`config.mk`:
```
export PLATFORM = sky130hd
export DESIGN_NAME = tensor_pad_source_index
export DESIGN_NICKNAME = d
export VERILOG_FILES = /design/src/rtl/tps_pkg.sv /design/src/rtl/tps_mod_pipe.sv /design/src/rtl/tps_index.sv /design/src/rtl/tensor_pad_source_index.sv
export SDC_FILE = /design/constraint.sdc
export NUM_CORES = 2
export LEC_CHECK = 0
export ABC_AREA = 1
export BUFFER_PORTS_ARGS = -buffer_cell sky130_fd_sc_hd__buf_2
export CAP_MARGIN = 25
export CELL_PAD_IN_SITES_DETAIL_PLACEMENT = 1
export CELL_PAD_IN_SITES_GLOBAL_PLACEMENT = 1
export CORE_MARGIN = 1
export CORE_UTILIZATION = 40
export CTS_BUF_LIST = sky130_fd_sc_hd__clkbuf_2 sky130_fd_sc_hd__clkbuf_4 sky130_fd_sc_hd__clkbuf_8
export CTS_CLUSTER_DIAMETER = 80
export DETAILED_ROUTE_END_ITERATION = 7
export PLACE_DENSITY_LB_ADDON = 0.1
export SLEW_MARGIN = 20
export SYNTH_ARGS = -nofsm -noshare
export SYNTH_HDL_FRONTEND = slang
export SYNTH_SLANG_ARGS = --single-unit
export TNS_END_PERCENT = 1
```
`constraint.sdc`:
```
create_clock -name i_clk -period 25.5 [get_ports i_clk]
set_clock_uncertainty 0.2 [all_clocks]
set_input_delay 2.55 -clock i_clk [delete_from_list [all_inputs] [get_ports i_clk]]
set_output_delay 2.55 -clock i_clk [all_outputs]
set_load 0.005 [all_outputs]
```
`src/rtl/tps_pkg.sv`:
```
`timescale 1ns / 1ps
// Shared types, widths and codes for the tensor pad source index generator.
// No dependencies; imported by every module of the block.
package tps_pkg;

    // field and datapath widths
    localparam int BATCH_W = 6;
    localparam int CHAN_W  = 10;
    localparam int OUTC_W  = 14;               // padded row / column
    localparam int DIM_W   = 13;               // height / width register
    localparam int CCNT_W  = 11;               // channel count register
    localparam int PAD_W   = 12;               // pad_top / pad_left
    localparam int WORD_W  = 32;               // fill word, widest register
    localparam int IDX_W   = 40;               // linear source index
    localparam int SGN_W   = OUTC_W + 1;       // signed source coordinate
    localparam int MAG_W   = OUTC_W;           // |coordinate| and reflect period
    localparam int BC_W    = BATCH_W + CCNT_W + 1;  // batch*count + channel
    localparam int M1_W    = BC_W + DIM_W;          // (..)*height
    localparam int SUM_W   = M1_W + 1;              // (..)*height + row
    localparam int RIDX_W  = 3;                     // register index

    // pipeline layout: two front stages, one remainder stage per bit, four back stages
    localparam int NDIV    = MAG_W;
    localparam int DIV0    = 2;
    localparam int IDX0    = DIV0 + NDIV;
    localparam int NBACK   = 4;
    localparam int NST     = IDX0 + NBACK;

    // padding modes; the unused code behaves as constant fill
    localparam logic [1:0] MODE_CONST = 2'd0;
    localparam logic [1:0] MODE_EDGE  = 2'd1;
    localparam logic [1:0] MODE_REFL  = 2'd2;

    // configuration register indexes
    typedef enum logic [RIDX_W-1:0] {
        REG_PAD_MODE  = 3'd0,
        REG_IN_HEIGHT = 3'd1,
        REG_IN_WIDTH  = 3'd2,
        REG_CHAN_CNT  = 3'd3,
        REG_PAD_TOP   = 3'd4,
        REG_PAD_LEFT  = 3'd5,
        REG_FILL_VAL  = 3'd6
    } t_reg_idx;

    // derived geometry; user keeps it stable while requests are in flight, unchecked
    typedef struct packed {
        logic [1:0]        mode;
        logic [DIM_W-1:0]  heff;     // height, zero taken as one
        logic [DIM_W-1:0]  weff;
        logic [MAG_W-1:0]  hper;     // reflect period 2*(heff-1)
        logic [MAG_W-1:0]  wper;
        logic [WORD_W-1:0] fill_value;
    } t_shape;

    // per-request sideband carried alongside the remainder stages
    typedef struct packed {
        logic                    fill;
        logic                    in_range;
        logic signed [SGN_W-1:0] row_s;
        logic signed [SGN_W-1:0] col_s;
        logic [BC_W-1:0]         bc;
    } t_side;

endpackage

```
`src/rtl/tps_mod_pipe.sv`:
```
`timescale 1ns / 1ps
// Pipelined restoring remainder: one quotient bit resolved per register stage.
// Depends on tps_pkg; stage enables come from the top-level flow control.
module tps_mod_pipe (
    input  logic                       i_clk,
    input  logic [tps_pkg::NDIV-1:0]   i_en,
    input  logic [tps_pkg::MAG_W-1:0]  i_num,
    input  logic [tps_pkg::MAG_W-1:0]  i_per,
    output logic [tps_pkg::MAG_W-1:0]  o_rem
);
    import tps_pkg::*;

    logic [MAG_W-1:0] r_rem [NDIV];

    genvar j;
    generate
        for (j = 0; j < NDIV; j++) begin : g_stage
            logic [2*MAG_W-1:0] w_trial;
            logic [MAG_W-1:0]   w_in;
            logic [MAG_W-1:0]   n_rem;

            if (j == 0) begin : g_first
                assign w_in = i_num;
            end else begin : g_next
                assign w_in = r_rem[j-1];
            end

            // period shifted to the bit this stage decides
            assign w_trial = {{MAG_W{1'b0}}, i_per} << (NDIV - 1 - j);
            assign n_rem   = ({{MAG_W{1'b0}}, w_in} >= w_trial)
                             ? w_in - w_trial[MAG_W-1:0] : w_in;

            always_ff @(posedge i_clk) begin
                if (i_en[j]) begin
                    r_rem[j] <= n_rem;
                end
            end
        end
    endgenerate

    assign o_rem = r_rem[NDIV-1];

endmodule

```
`src/rtl/tps_index.sv`:
```
`timescale 1ns / 1ps
// Back end: coordinate folding, then the linear index multiply-add chain.
// Depends on tps_pkg; four register stages enabled by the top-level flow control.
module tps_index (
    input  logic                        i_clk,
    input  logic [tps_pkg::NBACK-1:0]   i_en,
    input  tps_pkg::t_side              i_side,
    input  logic [tps_pkg::MAG_W-1:0]   i_rem_row,
    input  logic [tps_pkg::MAG_W-1:0]   i_rem_col,
    input  tps_pkg::t_shape             i_shape,
    output logic [tps_pkg::IDX_W-1:0]   o_source_index,
    output logic                        o_use_fill,
    output logic [tps_pkg::WORD_W-1:0]  o_fill_word
);
    import tps_pkg::*;

    // map an outside coordinate back into [0, dim)
    function automatic logic [DIM_W-1:0] fold(
        input logic [MAG_W-1:0]        rem,
        input logic signed [SGN_W-1:0] v,
        input logic                    in_range,
        input logic [DIM_W-1:0]        dim,
        input logic [MAG_W-1:0]        per,
        input logic [1:0]              mode
    );
        logic [DIM_W-1:0] res;
        res = v[DIM_W-1:0];
        if (!in_range) begin
            if (mode == MODE_REFL) begin
                if (dim <= DIM_W'(1)) begin
                    res = '0;
                end else if (rem >= {{(MAG_W-DIM_W){1'b0}}, dim}) begin
                    res = DIM_W'(per - rem);
                end else begin
                    res = rem[DIM_W-1:0];
                end
            end else begin
                // edge clamp; fill requests ignore the coordinate
                if (v[SGN_W-1]) begin
                    res = '0;
                end else if (v >= $signed({{(SGN_W-DIM_W){1'b0}}, dim})) begin
                    res = dim - DIM_W'(1);
                end else begin
                    res = v[DIM_W-1:0];
                end
            end
        end
        return res;
    endfunction

    logic [DIM_W-1:0]  r_row_f, r_col_f, r_col_2, r_col_3;
    logic [M1_W-1:0]   r_m1;
    logic [SUM_W-1:0]  r_sum;
    logic [IDX_W-1:0]  r_m2;
    logic              r_fill_1, r_fill_2, r_fill_3;
    logic [IDX_W-1:0]  r_idx;
    logic              r_use_fill;
    logic [WORD_W-1:0] r_fill_word;

    logic [M1_W-1:0]       n_m1;
    logic [SUM_W+DIM_W-1:0] n_m2_full;

    assign n_m1      = {{DIM_W{1'b0}}, i_side.bc} * {{BC_W{1'b0}}, i_shape.heff};
    assign n_m2_full = {{DIM_W{1'b0}}, r_sum} * {{SUM_W{1'b0}}, i_shape.weff};

    // fold stage, batch/channel times height in parallel
    always_ff @(posedge i_clk) begin
        if (i_en[0]) begin
            r_row_f  <= fold(i_rem_row, i_side.row_s, i_side.in_range, i_shape.heff,
                             i_shape.hper, i_shape.mode);
            r_col_f  <= fold(i_rem_col, i_side.col_s, i_side.in_range, i_shape.weff,
                             i_shape.wper, i_shape.mode);
            r_m1     <= n_m1;
            r_fill_1 <= i_side.fill;
        end
    end

    // add row
    always_ff @(posedge i_clk) begin
        if (i_en[1]) begin
            r_sum    <= {1'b0, r_m1} + {{(SUM_W-DIM_W){1'b0}}, r_row_f};
            r_col_2  <= r_col_f;
            r_fill_2 <= r_fill_1;
        end
    end

    // times width, wrapped to the index width
    always_ff @(posedge i_clk) begin
        if (i_en[2]) begin
            r_m2     <= n_m2_full[IDX_W-1:0];
            r_col_3  <= r_col_2;
            r_fill_3 <= r_fill_2;
        end
    end

    // add column, output register
    always_ff @(posedge i_clk) begin
        if (i_en[3]) begin
            r_idx       <= r_fill_3 ? '0
                           : r_m2 + {{(IDX_W-DIM_W){1'b0}}, r_col_3};
            r_use_fill  <= r_fill_3;
            r_fill_word <= r_fill_3 ? i_shape.fill_value : '0;
        end
    end

    assign o_source_index = r_idx;
    assign o_use_fill     = r_use_fill;
    assign o_fill_word    = r_fill_word;

endmodule

```
`src/rtl/tensor_pad_source_index.sv`:
```
`timescale 1ns / 1ps
// Top level of the tensor pad source index generator: config registers,
// front stages, flow control. Depends on tps_pkg, tps_mod_pipe, tps_index.
//
//  channel | direction | handshake            | payload
//  --------+-----------+----------------------+-----------------------------------------
//  request | in        | i_valid / o_ready    | batch, channel, out row, out column
//  result  | out       | o_valid / i_ready    | source index, use fill, fill word
//  config  | in        | i_cfg_we             | i_cfg_idx, i_cfg_wdata
//
// One request per cycle sustained while i_ready holds; two front stages, 14 remainder
// stages (one bit each, sets the depth) and four fold/multiply-add stages.
// Every stage has a valid bit and advances when empty or when the next stage moves,
// so bubbles close up under a stall and nothing is dropped or repeated.
// Synchronous active-low reset clears the valid bits and restores register defaults.
module tensor_pad_source_index (
    input  logic                          i_clk,
    input  logic                          i_rst_n,
    input  logic                          i_cfg_we,
    input  logic [tps_pkg::RIDX_W-1:0]    i_cfg_idx,
    input  logic [tps_pkg::WORD_W-1:0]    i_cfg_wdata,
    input  logic                          i_valid,
    output logic                          o_ready,
    input  logic [tps_pkg::BATCH_W-1:0]   i_batch_index,
    input  logic [tps_pkg::CHAN_W-1:0]    i_channel_index,
    input  logic [tps_pkg::OUTC_W-1:0]    i_out_row,
    input  logic [tps_pkg::OUTC_W-1:0]    i_out_col,
    output logic                          o_valid,
    input  logic                          i_ready,
    output logic [tps_pkg::IDX_W-1:0]     o_source_index,
    output logic                          o_use_fill,
    output logic [tps_pkg::WORD_W-1:0]    o_fill_word
);
    import tps_pkg::*;

    // configuration registers
    logic [1:0]        r_pad_mode;
    logic [DIM_W-1:0]  r_in_height, r_in_width;
    logic [CCNT_W-1:0] r_chan_cnt;
    logic [PAD_W-1:0]  r_pad_top, r_pad_left;
    logic [WORD_W-1:0] r_fill_value;

    always_ff @(posedge i_clk) begin
        if (!i_rst_n) begin
            r_pad_mode   <= MODE_CONST;
            r_in_height  <= DIM_W'(1);
            r_in_width   <= DIM_W'(1);
            r_chan_cnt   <= CCNT_W'(1);
            r_pad_top    <= '0;
            r_pad_left   <= '0;
            r_fill_value <= '0;
        end else if (i_cfg_we) begin
            case (t_reg_idx'(i_cfg_idx))
                REG_PAD_MODE:  r_pad_mode   <= i_cfg_wdata[1:0];
                REG_IN_HEIGHT: r_in_height  <= i_cfg_wdata[DIM_W-1:0];
                REG_IN_WIDTH:  r_in_width   <= i_cfg_wdata[DIM_W-1:0];
                REG_CHAN_CNT:  r_chan_cnt   <= i_cfg_wdata[CCNT_W-1:0];
                REG_PAD_TOP:   r_pad_top    <= i_cfg_wdata[PAD_W-1:0];
                REG_PAD_LEFT:  r_pad_left   <= i_cfg_wdata[PAD_W-1:0];
                REG_FILL_VAL:  r_fill_value <= i_cfg_wdata;
                default: ;
            endcase
        end
    end

    // derived geometry
    t_shape           w_shape;
    logic [DIM_W-1:0] w_hm1, w_wm1;

    always_comb begin
        w_shape.mode       = r_pad_mode;
        w_shape.heff       = (r_in_height == '0) ? DIM_W'(1) : r_in_height;
        w_shape.weff       = (r_in_width == '0) ? DIM_W'(1) : r_in_width;
        w_hm1              = w_shape.heff - DIM_W'(1);
        w_wm1              = w_shape.weff - DIM_W'(1);
        w_shape.hper       = {w_hm1, 1'b0};
        w_shape.wper       = {w_wm1, 1'b0};
        w_shape.fill_value = r_fill_value;
    end

    // stage valid bits and per-stage advance
    logic [NST-1:0] r_vld;
    logic [NST-1:0] w_en;

    assign w_en[NST-1] = !r_vld[NST-1] || i_ready;
    genvar k;
    generate
        for (k = 0; k < NST - 1; k++) begin : g_en
            assign w_en[k] = !r_vld[k] || w_en[k+1];
        end
    endgenerate

    always_ff @(posedge i_clk) begin
        if (!i_rst_n) begin
            r_vld <= '0;
        end else begin
            if (w_en[0]) begin
                r_vld[0] <= i_valid;
            end
            for (int s = 1; s < NST; s++) begin
                if (w_en[s]) begin
                    r_vld[s] <= r_vld[s-1];
                end
            end
        end
    end

    assign o_ready = w_en[0];
    assign o_valid = r_vld[NST-1];

    // stage 0: remove the pads
    logic signed [SGN_W-1:0] r0_row_s, r0_col_s;
    logic [BATCH_W-1:0]      r0_batch;
    logic [CHAN_W-1:0]       r0_chan;

    always_ff @(posedge i_clk) begin
        if (w_en[0]) begin
            r0_row_s <= {1'b0, i_out_row} - {{(SGN_W-PAD_W){1'b0}}, r_pad_top};
            r0_col_s <= {1'b0, i_out_col} - {{(SGN_W-PAD_W){1'b0}}, r_pad_left};
            r0_batch <= i_batch_index;
            r0_chan  <= i_channel_index;
        end
    end

    // stage 1: magnitudes, bounds test, batch/channel term
    t_side            n1_side;
    t_side            r1_side;
    logic [MAG_W-1:0] r1_abs_row, r1_abs_col;
    logic             w_in_row, w_in_col;
    logic             w_refl_or_edge;

    always_comb begin
        w_in_row = !r0_row_s[SGN_W-1]
                   && (r0_row_s[MAG_W-1:0] < {{(MAG_W-DIM_W){1'b0}}, r_in_height});
        w_in_col = !r0_col_s[SGN_W-1]
                   && (r0_col_s[MAG_W-1:0] < {{(MAG_W-DIM_W){1'b0}}, r_in_width});
        w_refl_or_edge = (r_pad_mode == MODE_EDGE) || (r_pad_mode == MODE_REFL);
        n1_side.in_range = w_in_row && w_in_col;
        n1_side.fill     = !(w_in_row && w_in_col) && !w_refl_or_edge;
        n1_side.row_s    = r0_row_s;
        n1_side.col_s    = r0_col_s;
        n1_side.bc       = BC_W'(r0_batch) * BC_W'(r_chan_cnt)
                           + {{(BC_W-CHAN_W){1'b0}}, r0_chan};
    end

    always_ff @(posedge i_clk) begin
        if (w_en[1]) begin
            r1_side    <= n1_side;
            r1_abs_row <= r0_row_s[SGN_W-1] ? MAG_W'(-r0_row_s) : r0_row_s[MAG_W-1:0];
            r1_abs_col <= r0_col_s[SGN_W-1] ? MAG_W'(-r0_col_s) : r0_col_s[MAG_W-1:0];
        end
    end

    // sideband alongside the remainder stages
    t_side r_dv [NDIV];

    genvar j;
    generate
        for (j = 0; j < NDIV; j++) begin : g_side
            always_ff @(posedge i_clk) begin
                if (w_en[DIV0+j]) begin
                    if (j == 0) begin
                        r_dv[j] <= r1_side;
                    end else begin
                        r_dv[j] <= r_dv[(j == 0) ? 0 : j-1];
                    end
                end
            end
        end
    endgenerate

    // reflect remainders, |row| mod 2(h-1) and |col| mod 2(w-1)
    logic [MAG_W-1:0] w_rem_row, w_rem_col;

    tps_mod_pipe u_mod_row (
        .i_clk (i_clk),
        .i_en  (w_en[DIV0 +: NDIV]),
        .i_num (r1_abs_row),
        .i_per (w_shape.hper),
        .o_rem (w_rem_row)
    );

    tps_mod_pipe u_mod_col (
        .i_clk (i_clk),
        .i_en  (w_en[DIV0 +: NDIV]),
        .i_num (r1_abs_col),
        .i_per (w_shape.wper),
        .o_rem (w_rem_col)
    );

    // fold and linear index
    tps_index u_index (
        .i_clk          (i_clk),
        .i_en           (w_en[IDX0 +: NBACK]),
        .i_side         (r_dv[NDIV-1]),
        .i_rem_row      (w_rem_row),
        .i_rem_col      (w_rem_col),
        .i_shape        (w_shape),
        .o_source_index (o_source_index),
        .o_use_fill     (o_use_fill),
        .o_fill_word    (o_fill_word)
    );

endmodule
```
-- Word level (Yosys, flattened, before mapping)
Memory sizes are Yosys's and may differ from the RTL's.
Index checks and enable logic that the tools add are counted.
- $add $sub $neg: 37
- equality and inequality tests: 8
- $lt $le $gt $ge: 34
- $mul: 3
- reduce and logical (&&, ||, !) cells: 59
- muxes and demuxes: 70
- operators with widths (operator ; number):
    $mux 14 ; 28
    $sub 14x14->14 ; 26
    $mux 13 ; 14
    $ge 14x26->1 ; 2
    $ge 14x25->1 ; 2
    $ge 14x24->1 ; 2
    $ge 14x23->1 ; 2
    $ge 14x22->1 ; 2
    $ge 14x21->1 ; 2
    $add 40x13->40 ; 1
    $ge 14x20->1 ; 2
    $mul 32x13->40 ; 1
    $ge 14x19->1 ; 2
    $ge 14x18->1 ; 2
    $ge 14x17->1 ; 2
    $add 31x13->32 ; 1
    $ge 14x16->1 ; 2
    $mul 18x13->31 ; 1
    $ge 14x15->1 ; 2
    $ge 15x14->1 ; 2
    $sub 14x12->15 ; 2
    $ge 14x13->1 ; 2
    $ge 14x14->1 ; 2
    $lt 14x13->1 ; 2
    other kinds (18) ; 105
- word-level logic and storage cells: 265
- register bits after elaboration: 470
- bits of input ports: 84
- output and inout bits: 75
- RAM bits: 1092
- memories kept: 3
- memories (memory ; depth ; bits a word ; rd ports ; clocked after memory_dff ; wr ports ; line ; source):
    r_dv ; 14 ; 50 ; 14 ; 0 ; 14 ; tensor_pad_source_index.sv:155 ; t_side r_dv [NDIV];
    u_mod_col.r_rem ; 14 ; 14 ; 14 ; 0 ; 14 ; tps_mod_pipe.sv:13 ; logic [MAG_W-1:0] r_rem [NDIV];
    u_mod_row.r_rem ; 14 ; 14 ; 14 ; 0 ; 14 ; tps_mod_pipe.sv:13 ;

-- Depth between registers and ports, before layout
- depth in word-level cells: 21
- gate-level depth with buffers: 29
- mapped depth without buffers: 28

-- By module
From an unflattened synthesis, not the netlist that was laid out.
- cells, all modules: 9828
- area, all modules: 96089.7 sq um
- by module, submodules not included (module ; instances ; seq. area each (sq um) ; area each (sq um) ; cells an instance):
    tps_index ; 1 ; 6936.7 ; 35587.9 ; 4564
    tensor_pad_source_index ; 1 ; 26985.9 ; 33986.3 ; 2108
    tps_mod_pipe (u_mod_row) ; 1 ; 5885.6 ; 13265.2 ; 1583
    tps_mod_pipe (u_mod_col) ; 1 ; 5885.6 ; 13250.2 ; 1573

-- Worst setup path after synthesis
OpenSTA, ideal clock, no wires.
- path kind: input -> output
- start: input i_ready
- end: output o_ready
- path slack: 11426 ps
- arrival: 11324 ps
- path buffers: 0
- data required time: 22750 ps
- cell stages on the path: 10
- cell sequence: inv_1 nand4_1 nor3_2 nand4_2 nor2_2 nand4_2 nor2_4 nand4_4 nor2_4 nand4_1
- longest elaborated chain between the ends: 20
- RTL lines (item ; line ; source):
    start: declaration ; tensor_pad_source_index.sv:29 ; input logic i_ready,
    $logic_or 1x1->1 ; tensor_pad_source_index.sv:85 ; assign w_en[NST-1] = !r_vld[NST-1] || i_ready;
    $logic_or 1x1->1 (2 in series) ; tensor_pad_source_index.sv:89 ; assign w_en[k] = !r_vld[k] || w_en[k+1];
    via u_index.i_en, one bit ; tps_index.sv:6 ; input logic [tps_pkg::NBACK-1:0] i_en,
    $logic_or 1x1->1 (5 in series) ; tensor_pad_source_index.sv:89 ;
    via u_mod_col.i_en, one bit ; tps_mod_pipe.sv:6 ; input logic [tps_pkg::NDIV-1:0] i_en,
    $logic_or 1x1->1 (4 in series) ; tensor_pad_source_index.sv:89 ;
    via u_mod_col.i_en, one bit ; tps_mod_pipe.sv:6 ;
    $logic_or 1x1->1 (4 in series) ; tensor_pad_source_index.sv:89 ;
    via u_mod_col.i_en, one bit ; tps_mod_pipe.sv:6 ;
    $logic_or 1x1->1 (4 in series) ; tensor_pad_source_index.sv:89 ;
    end: declaration ; tensor_pad_source_index.sv:23 ; output logic o_ready,
The timed path passes the listed nets, and every way through them passes these cells.

-- Worst setup path in the final report
Ends and elaborated chain as after synthesis.

==> metrics.cfg <==
[outcome]
outcome = finished, final reports clean

[setup_path]
cp-start-kind = input pin
cpMostUsedCell = nand4_4
crit_chain = buf_2 -> inv_1 -> nand4_1 -> buf_4 -> nor3_2 -> nand4_4 -> nor2_2 -> nand4_4 -> nor2_4 -> nand4_4 -> nor2_4 -> nand4_1 -> buf_2
cp.arrival_ns = 7.83
max_stage_delay_ns = 0.66
critPathCaptureType = output pin
crit_path_top_delay_cell = nand4_1
path_max_fanout = 49
cp-startpoint = i_ready
worstReg2RegStart = r_in_width[9]
worstSetupPathType = in2out
crit_required_ns = 22.75
ff2ff_path_depth = 26

[clock_network]
numClockSinks = 1532
ctsHoldBuffers = 0
clkTransAtPathRegs_ns = 0.06
post_cts_resized = 0
cts_root_buf = clkbuf_8
post_cts_buffers = 0
clock_latency_ns = 1.00
numCtsBuffers = 285
ctsHtreeMaxLevel = 5
cts_tree = yes
max-clock-path-buffers = 4

[global_route]
grt_start_max_net_pins = 77
grt_usage_pct = 21.71
antenna_found_initial = 14
grt_overflow = 0
grt_pass1_wl_um = 366000
first_global_vias = 62590

[die]
start_util_pct = 40.26
dieWidth_um = 469.5
io-pin-count = 159
core_area_um2 = 217200
rows = 171
die_h_um = 469.5
die-area_um2 = 220400

[timing]
period_share_pct = 41.48
holdWs_ns = 0.1516
period_minus_slack_ns = 10.58
setup_ws_ns = 14.92
grt_setup_unrepaired = no
worstMarginPinSlew_ns = 0.9448
slew_violations = 0
tns_ns = 0
hold_viol = 0
slew_headroom_pct = 36.96
finalSetupViolCount = 0
fmax_mhz = 94.54

[finish]
mostFrequentLayoutCell = nand2_1
final_util_pct = 44.77
nFillCells = 23530
syn_to_final_growth_pct = 11.21
final_cells = 11360
nets = 9476
final_cell_mix = nand2_1, inv_1, edfxtp_1, fa_1, ha_1
drive_gt1_share_pct = 9.244

[placed_design]
placed_cells = 10870
place_hpwl_um = 177700
place.gp.congestion = 0.8731
numPortBuffers = 158
pre_cts_ws_ns = 14.68

[power]
p_leak_nw = 44.66
power_density_nw_per_um2 = 93.31
vdd_ir_drop_max_uv = 49.27

[worst_hold_path]
hp-class = reg2reg
min_from = r_dv[1][169]
worstHoldPathCells = 0

[synthesis]
synth_ff_type = edfxtp_1
yosys_warnings = 0
syn-num-nets = 9159
yosysTopAreaCellShare_pct = 48.67
avgSynthCellArea_um2 = 10.95
seq_area_frac_synth_pct = 51.31
synth_edf_count = 1417
syn_inst = 7985
synth_seq_cells = 1532
async_flop_share_pct = 0
synth_area_leaders = edfxtp_1, fa_1, ha_1
synth_top_area_cell = edfxtp_1
yosysUniqueCellTypes = 71
syn_area_um2 = 87420

[detailed_routing]
drtIter0Drc = 2871
vias_per_cell = 5.016
drc_errors = 0
wl_um = 237600
dr.pass1.iters = 7
wire_per_inst_um = 20.91
antenna_left = 0
vias = 56990

[flow_run]
cap_violations = 0

==> layer usage <==
layer / part of all wire (%) / vias up / GRT usage, %
met2: 51 / 982 / 38.92
met1: 42 / 28690 / 26.64
met4: 3.8 / 0 / 8.206
met3: 3.1 / 398 / 2.541
met5: 0 / - / 0
li1: - / 26920 / -
==> flip-flops by register name, summed over array words and instances, names as in the netlist, 20 cells and up <==
| register | count |
|---|---|
| u_index.r_m1 | 31 |
| r_dv | 693 |
| r_fill_value | 32 |
| u_index.r_sum | 32 |
| r1_side | 50 |
| u_index.r_m2 | 40 |
| u_mod_col.r_rem | 183 |
| u_index.o_source_index | 40 |
| u_mod_row.r_rem | 188 |
| r_vld | 20 |
| u_index.o_fill_word | 32 |
==> per-stage QoR <==
stage / area [µm²] / power (mW)
after floorplan: 87420 / 5.887
after global placement: 91630 / 6.713
after detailed placement: 91630 / 6.821
after CTS: 97130 / 9.191
after global routing: 97220 / 9.720
final: 97230 / 9.072
==> report_power, final <==
group / internal, mW / total [mW] / switching [mW]
clock: 1.31 / 2.32 / 1.01
sequential: 3.54 / 4.01 / 0.470
combinational: 1.03 / 2.74 / 1.71
==> cells in the mapped netlist (68+ instances only) <==
master    instances
clkbuf_1        134
nand3_1         181
nor3_1           68
xor2_1          212
edfxtp_1       1417
fa_1            570
inv_1          1457
a21oi_1         429
nor2_1          401
nand2_1        1490
o21ai_0         357
xnor2_1         110
dfxtp_1         115
ha_1            520
==> final cells by class <==
class                      instances  area, µm²  share of cell area [%]
sequential                      1532      44850                   46.13
inverter                        1471       5528                   5.686
timing repair buffer             237       1438                   1.479
multi-input combinational       4775      36320                   37.36
antenna                            5      12.51                 0.01287
clock buffer                     388       4815                   4.952
clock inverter                   100      683.2                  0.7026
tap                             2854       3571                   3.673
==> cells by family after synthesis <==
kind of cell / after synthesis / synth area share, %
AOI/OAI and AO/OA: 1030 / 6.505
xor gates and xnor gates: 325 / 3.295
adders and majority gates: 1090 / 20.49
buffers and inverters: 1678 / 7.285
DFF: 1532 / 51.31
muxes: 2 / 0.02576
and+or+nand+nor: 2328 / 11.09
==> path summary, 6_finish.rpt <==
path | end | slack (ns)
setup / recovery | o_ready | 14.92
setup reg to reg | u_index.r_m2[32] | 18.68
hold / removal | r_dv[1][219] | 0.15
hold reg to reg | r_dv[1][219] | 0.15
==> critical path: cells and delay by family <==
kind          cells  cell delay, ns
buf+inv           4            0.93
simple gates      9            4.25
Note: power is estimated with default switching activity, not from simulation.
